**config.mk**
```make
export PLATFORM = sky130hd
export DESIGN_NAME = epoch_seconds_to_calendar_core
export DESIGN_NICKNAME = d
export VERILOG_FILES = /design/src/hdl/ectc_pkg.sv /design/src/hdl/ectc_time_split.sv /design/src/hdl/ectc_date_split.sv /design/src/hdl/epoch_seconds_to_calendar_core.sv
export SDC_FILE = /design/constraint.sdc
export NUM_CORES = 2
export LEC_CHECK = 0
export ABC_AREA = 0
export ABC_CLOCK_PERIOD_IN_PS = 8500
export BUFFER_PORTS_ARGS = -buffer_cell sky130_fd_sc_hd__buf_2
export CELL_PAD_IN_SITES_DETAIL_PLACEMENT = 1
export CELL_PAD_IN_SITES_GLOBAL_PLACEMENT = 2
export CORE_MARGIN = 3
export CORE_UTILIZATION = 28
export CTS_CLUSTER_DIAMETER = 100
export DETAILED_ROUTE_END_ITERATION = 16
export PLACE_DENSITY_LB_ADDON = 0.1
export SETUP_SLACK_MARGIN = 0.1
export SLEW_MARGIN = 20
export SYNTH_ARGS = -nofsm -noshare
export SYNTH_HDL_FRONTEND = slang
export SYNTH_SLANG_ARGS = --single-unit
```
**constraint.sdc**
```tcl
create_clock -name clock -period 8.5 [get_ports clock]
set_clock_uncertainty 0.1 [all_clocks]
set_input_delay 0 -clock clock [delete_from_list [all_inputs] [get_ports clock]]
set_output_delay 0 -clock clock [all_outputs]
set_load 0.02 [all_outputs]
```
**src/hdl/ectc_pkg.sv**
```systemverilog
// Shared constants, types and the month table of the epoch to calendar converter.
package ectc_pkg;

   // Field widths
   localparam int EPOCH_W = 33;
   localparam int TZ_W    = 5;
   localparam int HOURS_W = 21;
   localparam int SUM_W   = EPOCH_W + 2;

   // Seconds per hour for the offset
   localparam logic signed [SUM_W-1:0] SEC_PER_HOUR = 35'sd3600;

   // floor(x / 225) for x < 2**29 as (x * HOUR_RECIP) >> HOUR_SHIFT
   localparam logic [29:0] HOUR_RECIP = 30'd610839794;
   localparam int          HOUR_SHIFT = 37;

   // floor(x / 15) for x < 2**10 as (x * MIN_RECIP) >> MIN_SHIFT
   localparam logic [10:0] MIN_RECIP = 11'd1093;
   localparam int          MIN_SHIFT = 14;

   // floor(x / 4383) for x < 2**18 as (x * PERIOD_RECIP) >> PERIOD_SHIFT
   localparam logic [19:0] PERIOD_RECIP = 20'd979915;
   localparam int          PERIOD_SHIFT = 32;

   // floor(x / 3) for x < 2**11 as (x * DAY_RECIP) >> DAY_SHIFT
   localparam logic [9:0] DAY_RECIP = 10'd683;
   localparam int         DAY_SHIFT = 11;

   // Hour counts within a four-year period (1461 days)
   localparam logic [HOURS_W-1:0] HOURS_PER_PERIOD = 21'd35064;
   localparam logic [15:0] YEAR1_START = 16'd8760;
   localparam logic [15:0] YEAR2_START = 16'd17520;
   localparam logic [15:0] YEAR3_START = 16'd26304;

   // A period starts at a year with (year - 1900) mod 4 == 2
   localparam logic [1:0] LEAP_YEAR_IN_PERIOD = 2'd2;
   localparam logic [7:0] BASE_YEAR           = 8'd70;
   localparam logic [8:0] LEAP_DAY            = 9'd60;
   localparam logic [3:0] FEBRUARY            = 4'd1;
   localparam logic [4:0] FEB_LAST_LEAP       = 5'd29;
   localparam int         MONTHS              = 12;

   typedef struct packed {
      logic [5:0] second;
      logic [5:0] minute;
   } ectc_ms_type;

   typedef struct packed {
      logic [5:0] second;
      logic [5:0] minute;
      logic [4:0] hour;
      logic [7:0] year;
      logic [3:0] month;
      logic [4:0] day;
   } ectc_result_type;

   // Day of year (from 0) on which each month of a common year starts
   function automatic logic [8:0] month_start(input logic [3:0] mon);
      logic [8:0] d;
      case (mon)
         4'd0:    d = 9'd0;
         4'd1:    d = 9'd31;
         4'd2:    d = 9'd59;
         4'd3:    d = 9'd90;
         4'd4:    d = 9'd120;
         4'd5:    d = 9'd151;
         4'd6:    d = 9'd181;
         4'd7:    d = 9'd212;
         4'd8:    d = 9'd243;
         4'd9:    d = 9'd273;
         4'd10:   d = 9'd304;
         4'd11:   d = 9'd334;
         default: d = 9'd0;
      endcase
      return d;
   endfunction

endpackage

```
**src/hdl/ectc_time_split.sv**
```systemverilog
// Time split: offset and clamp, then seconds into hours, minutes and seconds (three stages).
module ectc_time_split (
   input  logic                                   clock,
   input  logic                                   reset,
   input  logic signed [ectc_pkg::TZ_W-1:0]       tz_offset,
   input  logic                                   in_valid,
   output logic                                   in_ready,
   input  logic signed [ectc_pkg::EPOCH_W-1:0]    epoch_seconds,
   output logic                                   out_valid,
   input  logic                                   out_ready,
   output logic [ectc_pkg::HOURS_W-1:0]           hours,
   output ectc_pkg::ectc_ms_type                  ms
);
   import ectc_pkg::*;

   logic                      v1_ff, v2_ff, v3_ff;
   logic                      rdy1, rdy2, rdy3;
   logic signed [SUM_W-1:0]   sum;
   logic [EPOCH_W-1:0]        t_in, t_ff;
   logic [EPOCH_W-5:0]        x;
   logic [58:0]               hour_prod;
   logic [HOURS_W-1:0]        hours_in, hours2_ff, hours3_ff;
   logic [7:0]                xlo_ff;
   logic [3:0]                tlo_ff;
   logic [7:0]                rem225;
   logic [11:0]               sec_of_hour;
   logic [20:0]               min_prod;
   logic [5:0]                min_val;
   logic [11:0]               sec_full;
   ectc_ms_type               ms_in, ms_ff;

   // Stall chain: a stage moves when it is empty or the next one takes its word
   assign rdy3     = !v3_ff || out_ready;
   assign rdy2     = !v2_ff || rdy3;
   assign rdy1     = !v1_ff || rdy2;
   assign in_ready = rdy1;

   // Stage 1: add the offset and clamp a negative sum to zero
   always_comb begin
      sum  = SUM_W'(epoch_seconds) + SUM_W'(tz_offset) * SEC_PER_HOUR;
      t_in = sum[SUM_W-1] ? '0 : sum[EPOCH_W-1:0];
   end

   // Stage 2: whole hours as floor((t / 16) / 225)
   always_comb begin
      x         = t_ff[EPOCH_W-1:4];
      hour_prod = 59'(x) * 59'(HOUR_RECIP);
      hours_in  = hour_prod[HOUR_SHIFT+HOURS_W-1:HOUR_SHIFT];
   end

   // Stage 3: second of hour from low bits, since (q * 225) mod 256 == -(q * 31) mod 256
   always_comb begin
      rem225       = xlo_ff + {hours2_ff[2:0], 5'b0} - hours2_ff[7:0];
      sec_of_hour  = {rem225, tlo_ff};
      min_prod     = 21'(sec_of_hour[11:2]) * 21'(MIN_RECIP);
      min_val      = min_prod[MIN_SHIFT+5:MIN_SHIFT];
      sec_full     = sec_of_hour - {min_val, 6'b0} + 12'({min_val, 2'b0});
      ms_in.second = sec_full[5:0];
      ms_in.minute = min_val;
   end

   // Advance valid bits
   always_ff @(posedge clock) begin
      if (reset) begin
         v1_ff <= 1'b0;
         v2_ff <= 1'b0;
         v3_ff <= 1'b0;
      end else begin
         if (rdy1) v1_ff <= in_valid;
         if (rdy2) v2_ff <= v1_ff;
         if (rdy3) v3_ff <= v2_ff;
      end
   end

   // Advance payload; hold on stall
   always_ff @(posedge clock) begin
      if (rdy1) t_ff <= t_in;
      if (rdy2) begin
         hours2_ff <= hours_in;
         xlo_ff    <= t_ff[11:4];
         tlo_ff    <= t_ff[3:0];
      end
      if (rdy3) begin
         hours3_ff <= hours2_ff;
         ms_ff     <= ms_in;
      end
   end

   assign out_valid = v3_ff;
   assign hours     = hours3_ff;
   assign ms        = ms_ff;

   // Remainder of the hour split must stay below 225
   a_rem_range: assert property (@(posedge clock) disable iff (reset)
      v2_ff |-> (8'(xlo_ff + {hours2_ff[2:0], 5'b0} - hours2_ff[7:0]) < 8'd225))
      else $error("hour split remainder out of range");

   a_sec_range: assert property (@(posedge clock) disable iff (reset)
      v3_ff |-> (ms_ff.second < 6'd60 && ms_ff.minute < 6'd60))
      else $error("minute or second out of range");

   a_hold_stall: assert property (@(posedge clock) disable iff (reset)
      (v3_ff && !out_ready) |=> (v3_ff && $stable(hours3_ff) && $stable(ms_ff)))
      else $error("stalled word changed");

endmodule

```
**src/hdl/ectc_date_split.sv**
```systemverilog
// Date split: hours into year, hour of day, month and day of month (four stages).
module ectc_date_split (
   input  logic                          clock,
   input  logic                          reset,
   input  logic                          in_valid,
   output logic                          in_ready,
   input  logic [ectc_pkg::HOURS_W-1:0]  hours,
   input  ectc_pkg::ectc_ms_type         ms,
   output logic                          out_valid,
   input  logic                          out_ready,
   output ectc_pkg::ectc_result_type     result
);
   import ectc_pkg::*;

   logic                  va_ff, vb_ff, vc_ff, vd_ff;
   logic                  rdya, rdyb, rdyc, rdyd;

   // Stage A: period index
   logic [37:0]           period_prod;
   logic [5:0]            period_in, period_ff;
   logic [HOURS_W-1:0]    hours_a_ff;
   ectc_ms_type           ms_a_ff, ms_b_ff, ms_c_ff;

   // Stage B: year within period
   logic [HOURS_W-1:0]    rem_full;
   logic [15:0]           rem_hours;
   logic [15:0]           year_base;
   logic [1:0]            year_off;
   logic [13:0]           hy_in, hy_ff;
   logic [7:0]            year_in, year_b_ff, year_c_ff;
   logic                  leap_in, leap_b_ff, leap_c_ff;

   // Stage C: hour of day and day of year
   logic [20:0]           day_prod;
   logic [8:0]            day_idx;
   logic [13:0]           hour_full;
   logic [4:0]            hour_in, hour_c_ff;
   logic [8:0]            day_in, day_ff;

   // Stage D: month lookup
   logic [8:0]            day_adj;
   logic [3:0]            mon_cnt;
   logic [8:0]            dom_full;
   ectc_result_type       result_in, result_ff;

   // Stall chain
   assign rdyd     = !vd_ff || out_ready;
   assign rdyc     = !vc_ff || rdyd;
   assign rdyb     = !vb_ff || rdyc;
   assign rdya     = !va_ff || rdyb;
   assign in_ready = rdya;

   // Stage A: four-year periods as floor((hours / 8) / 4383)
   always_comb begin
      period_prod = 38'(hours[HOURS_W-1:3]) * 38'(PERIOD_RECIP);
      period_in   = period_prod[PERIOD_SHIFT+5:PERIOD_SHIFT];
   end

   // Stage B: pick the year inside the period
   always_comb begin
      rem_full  = hours_a_ff - HOURS_W'(period_ff) * HOURS_PER_PERIOD;
      rem_hours = rem_full[15:0];
      if (rem_hours < YEAR1_START) begin
         year_off  = 2'd0;
         year_base = '0;
      end else if (rem_hours < YEAR2_START) begin
         year_off  = 2'd1;
         year_base = YEAR1_START;
      end else if (rem_hours < YEAR3_START) begin
         year_off  = 2'd2;
         year_base = YEAR2_START;
      end else begin
         year_off  = 2'd3;
         year_base = YEAR3_START;
      end
      hy_in   = 14'(rem_hours - year_base);
      year_in = BASE_YEAR + {period_ff, 2'b00} + 8'(year_off);
      leap_in = (year_off == LEAP_YEAR_IN_PERIOD);
   end

   // Stage C: day of year as floor((hy / 8) / 3), hour as the rest
   always_comb begin
      day_prod  = 21'(hy_ff[13:3]) * 21'(DAY_RECIP);
      day_idx   = day_prod[DAY_SHIFT+8:DAY_SHIFT];
      hour_full = hy_ff - 14'({day_idx, 4'b0}) - 14'({day_idx, 3'b0});
      hour_in   = hour_full[4:0];
      day_in    = day_idx + 9'd1;
   end

   // Stage D: leap day, then count month starts below the day
   always_comb begin
      day_adj = (leap_c_ff && day_ff > LEAP_DAY) ? day_ff - 9'd1 : day_ff;
      mon_cnt = '0;
      for (int k = 1; k < MONTHS; k++) begin
         mon_cnt = mon_cnt + 4'(month_start(4'(k)) < day_adj);
      end
      dom_full         = day_adj - month_start(mon_cnt);
      result_in.second = ms_c_ff.second;
      result_in.minute = ms_c_ff.minute;
      result_in.hour   = hour_c_ff;
      result_in.year   = year_c_ff;
      if (leap_c_ff && day_ff == LEAP_DAY) begin
         result_in.month = FEBRUARY;
         result_in.day   = FEB_LAST_LEAP;
      end else begin
         result_in.month = mon_cnt;
         result_in.day   = dom_full[4:0];
      end
   end

   // Advance valid bits
   always_ff @(posedge clock) begin
      if (reset) begin
         va_ff <= 1'b0;
         vb_ff <= 1'b0;
         vc_ff <= 1'b0;
         vd_ff <= 1'b0;
      end else begin
         if (rdya) va_ff <= in_valid;
         if (rdyb) vb_ff <= va_ff;
         if (rdyc) vc_ff <= vb_ff;
         if (rdyd) vd_ff <= vc_ff;
      end
   end

   // Advance payload; hold on stall
   always_ff @(posedge clock) begin
      if (rdya) begin
         period_ff  <= period_in;
         hours_a_ff <= hours;
         ms_a_ff    <= ms;
      end
      if (rdyb) begin
         hy_ff     <= hy_in;
         year_b_ff <= year_in;
         leap_b_ff <= leap_in;
         ms_b_ff   <= ms_a_ff;
      end
      if (rdyc) begin
         hour_c_ff <= hour_in;
         day_ff    <= day_in;
         year_c_ff <= year_b_ff;
         leap_c_ff <= leap_b_ff;
         ms_c_ff   <= ms_b_ff;
      end
      if (rdyd) result_ff <= result_in;
   end

   assign out_valid = vd_ff;
   assign result    = result_ff;

   // Day of year stays within the length of its year
   a_hy_range: assert property (@(posedge clock) disable iff (reset)
      vc_ff |-> ((leap_c_ff && day_ff <= 9'd366) || (!leap_c_ff && day_ff <= 9'd365)))
      else $error("day of year out of range");

   a_date_range: assert property (@(posedge clock) disable iff (reset)
      vd_ff |-> (result_ff.month < 4'd12 && result_ff.day != 5'd0 && result_ff.hour < 5'd24))
      else $error("date field out of range");

   a_leap_day: assert property (@(posedge clock) disable iff (reset)
      (vd_ff && result_ff.month == FEBRUARY && result_ff.day == FEB_LAST_LEAP)
         |-> (result_ff.year[1:0] == 2'b00))
      else $error("February 29 in a common year");

endmodule

```
**src/hdl/epoch_seconds_to_calendar_core.sv**
```systemverilog
// Throughput: one word per cycle; the path is a seven-stage pipeline with stall on rsp_ready.
// The hour split multiplier (29 x 30 bits) sets the depth of the second stage.
// Reset: synchronous, clears all stage valid bits and sets the time-zone offset to zero.
// Top level: offset register, time split and date split.
module epoch_seconds_to_calendar_core (
   input  logic                                 clock,
   input  logic                                 reset,
   input  logic                                 csr_wr_en,
   input  logic signed [ectc_pkg::TZ_W-1:0]     csr_wr_data,
   input  logic                                 req_valid,
   output logic                                 req_ready,
   input  logic signed [ectc_pkg::EPOCH_W-1:0]  req_epoch_seconds,
   output logic                                 rsp_valid,
   input  logic                                 rsp_ready,
   output logic [5:0]                           rsp_second,
   output logic [5:0]                           rsp_minute,
   output logic [4:0]                           rsp_hour,
   output logic [7:0]                           rsp_year_since_1900,
   output logic [3:0]                           rsp_month,
   output logic [4:0]                           rsp_day_of_month
);
   import ectc_pkg::*;

   logic signed [TZ_W-1:0]  tz_offset_hours_ff, tz_offset_hours_in;
   logic                    mid_valid, mid_ready;
   logic [HOURS_W-1:0]      mid_hours;
   ectc_ms_type             mid_ms;
   ectc_result_type         result;

   // Load the offset register on a write
   assign tz_offset_hours_in = csr_wr_en ? csr_wr_data : tz_offset_hours_ff;

   always_ff @(posedge clock) begin
      if (reset) begin
         tz_offset_hours_ff <= '0;
      end else begin
         tz_offset_hours_ff <= tz_offset_hours_in;
      end
   end

   ectc_time_split u_time (
      .clock         (clock),
      .reset         (reset),
      .tz_offset     (tz_offset_hours_ff),
      .in_valid      (req_valid),
      .in_ready      (req_ready),
      .epoch_seconds (req_epoch_seconds),
      .out_valid     (mid_valid),
      .out_ready     (mid_ready),
      .hours         (mid_hours),
      .ms            (mid_ms)
   );

   ectc_date_split u_date (
      .clock     (clock),
      .reset     (reset),
      .in_valid  (mid_valid),
      .in_ready  (mid_ready),
      .hours     (mid_hours),
      .ms        (mid_ms),
      .out_valid (rsp_valid),
      .out_ready (rsp_ready),
      .result    (result)
   );

   assign rsp_second          = result.second;
   assign rsp_minute          = result.minute;
   assign rsp_hour            = result.hour;
   assign rsp_year_since_1900 = result.year;
   assign rsp_month           = result.month;
   assign rsp_day_of_month    = result.day;

endmodule

```
==> results.json <==
{
  "outcome": "completed",
  "antenna_found_initial": 2,
  "fin_hold_ws_ps": 39.0,
  "dr_total_vias": 21700,
  "endpoint_kind": "flop",
  "hold_viol_final": 0,
  "root_buffer": "clkbuf_16",
  "ioPinCount": 79,
  "avgSynthCellArea_um2": 11.2,
  "tightestPinTransition_ps": 1150,
  "portBuffers": 78,
  "die_x_um": 359,
  "period_needed_ps": 7910,
  "cts_buffer_depth": 3,
  "dp_hpwl_um": 84300,
  "ant_nets": 0,
  "drv_slew": 0,
  "clk_transition_reported_paths_ps": 60,
  "yosysUniqueCellTypes": 78,
  "yosysMostFrequentCell": "inv_1",
  "synthTopCellsByCount": "inv_1, ha_1, fa_1, edfxtp_1, nor2_1",
  "critPathLaunchType": "flop",
  "overflow": 0,
  "rr_worst_depth": 24,
  "first_pass_iters": 5,
  "grt_pass1_wl_um": 151000,
  "clkLatencyLatePin_ps": 640,
  "fin_setup_tns_ps": 0,
  "syn_nets": 4387,
  "drv_cap": 0,
  "synth-seq-cells": 249,
  "syn-instance-count": 3112,
  "synth-edff-count": 237,
  "critPathMaxFanout": 9,
  "ys_seq_area_share_pct": 21.1,
  "post-route-period-util_pct": 93.0,
  "cts_sinks": 249,
  "drive_above_1_share_pct": 6.27,
  "first_global_vias": 25300,
  "cts_tree": "built",
  "crit_type": "flop to flop",
  "maxSlewHeadroom_pct": 21.8,
  "fp.dieH_um": 359,
  "area_delta_synth_final_pct": 12.3,
  "grt_max_degree": 36,
  "htree_levels": 1,
  "cp.required_ps": 8770,
  "fmax_mhz": 126,
  "whs_path_depth": 4,
  "drt_iter0_markers": 781,
  "rsz0062_at_grt": "yes",
  "synthDominantCellAreaShare_pct": 29.4,
  "wl_um": 95400,
  "hp-class": "input port to flop",
  "viasPerCell": 4.39,
  "grtUsageTotal_pct": 15.1,
  "core_area_um2": 123000,
  "place.gp.congestion": 0.826,
  "initial_utilization_pct": 28.4,
  "synthArstFlopShare_pct": 0,
  "ys.flop_type": "edfxtp_1",
  "die_area_um2": 129000,
  "post_drt_wl_per_cell_um": 19.2,
  "drc_errors": 0,
  "netlist_area_um2": 34900,
  "cts-buffers-inserted": 31,
  "synth_top_cell_by_area": "fa_1",
  "placement_rows": 128,
  "nets": 4581,
  "crit_arrival_ps": 8180,
  "setup_viol": 0,
  "synth.area.top_cells": "fa_1, ha_1, edfxtp_1",
  "yosys_warnings": 0
}
[logic make-up (layout without fill, tap and decap cells)]
| group | count (synthesis) | after routing | synth area share, % |
|---|---|---|---|
| buffers and inverters | 818 | 1037 | 8.87 |
| DFF | 249 | 249 | 21.1 |
| and+or+nand+nor | 343 | 343 | 4.89 |
| xor gates and xnor gates | 150 | 150 | 3.76 |
| other | 0 | 2 | 0 |
| adders and majority gates | 1232 | 1232 | 55.2 |
| AOI/OAI and AO/OA | 310 | 310 | 5.94 |
| muxes | 10 | 10 | 0.305 |
[metal layers]
layer / track usage (%) / share of wire [%]
met5: 0 / 0
met4: 1.88 / 1.4
met3: 1.34 / 1.8
met2: 25.5 / 48
met1: 21.5 / 49
[cell type report]
cell class	count	area, µm²
fillers	13600	83600
clock buffers	35	791
inverters	804	3020
flip-flops and latches	249	7360
diodes	2	5.00
well taps	1625	2030
clock inverters	23	240
repair buffers	175	1260
multi-input cells	2045	24500
[critical path, cell delays in order (launching register included)]
cell,delay (ps)
edfxtp_1,710
ha_1,410
ha_1,260
fa_1,530
inv_1,50
fa_1,540
inv_1,80
fa_1,540
inv_1,50
fa_1,520
inv_1,50
fa_1,560
fa_1,430
ha_1,320
nand4_1,300
nor4_2,370
buf_4,140
o21ai_0,70
a21oi_1,250
o21ai_1,160
a31oi_2,370
a211oi_2,170
o21ai_0,340
a21oi_1,150
xnor2_1,150
[repair_timing]
action                                  in CTS  in global routing
hold buffers                                52                  0
endpoints found under the hold margin       38                  0
setup buffers                                0                 13
resized for setup                            0                  9
endpoints found under the setup margin       0                  7
[cell usage in the layout (no fill, tap or decap), types with 52 or more instances in the layout]
master / synthesis / routed
buf_2: 4 / 78
ha_1: 720 / 718
dlygate4sd3_1: 0 / 52
xnor2_1: 101 / 100
fa_1: 512 / 512
edfxtp_1: 237 / 237
a21oi_1: 94 / 94
nor2_1: 116 / 116
inv_1: 803 / 802
a21o_1: 55 / 55
[stage by stage]
step	area, µm²	setup WS, ps	cells	util [%]
final	39200	595	4958	31.9
after global routing	39200	96.1	4956	31.9
after CTS	39100	222	4943	31.8
after detailed placement	37500	274	4833	30.5
after global placement	37500	323	4833	30.5
after floorplan	34900	1420	3112	-
[state kept, by name (all words and copies together), names as in the netlist, 6 cells and up]
register / flops
u_time.hours: 21
u_date.year_b_ff: 8
u_date.hours_a_ff: 16
u_date.year_c_ff: 8
u_date.result: 34
u_date.ms_a_ff: 12
u_time.t_ff: 33
u_date.period_ff: 6
u_date.ms_b_ff: 12
u_time.hours2_ff: 21
u_date.hy_ff: 14
u_time.ms: 12
u_time.xlo_ff: 8
u_date.day_ff: 9
u_date.ms_c_ff: 12
[worst paths after layout]
path	slack, ps	startpoint	to
hold reg to reg	310	u_date.ms_b_ff[5]$_DFFE_PP_	u_date.ms_c_ff[5]$_DFFE_PP_
setup reg to reg	590	u_time.t_ff[9]$_SDFFCE_PP0P_	u_time.hours2_ff[13]$_DFFE_PP_
hold / removal	40	req_epoch_seconds[12]	u_time.t_ff[12]$_SDFFCE_PP0P_
setup / recovery	590	u_time.t_ff[9]$_SDFFCE_PP0P_	u_time.hours2_ff[13]$_DFFE_PP_
Power is not shown: default switching activity piles up to over one toggle a cycle in this logic, so the estimate is an artifact.
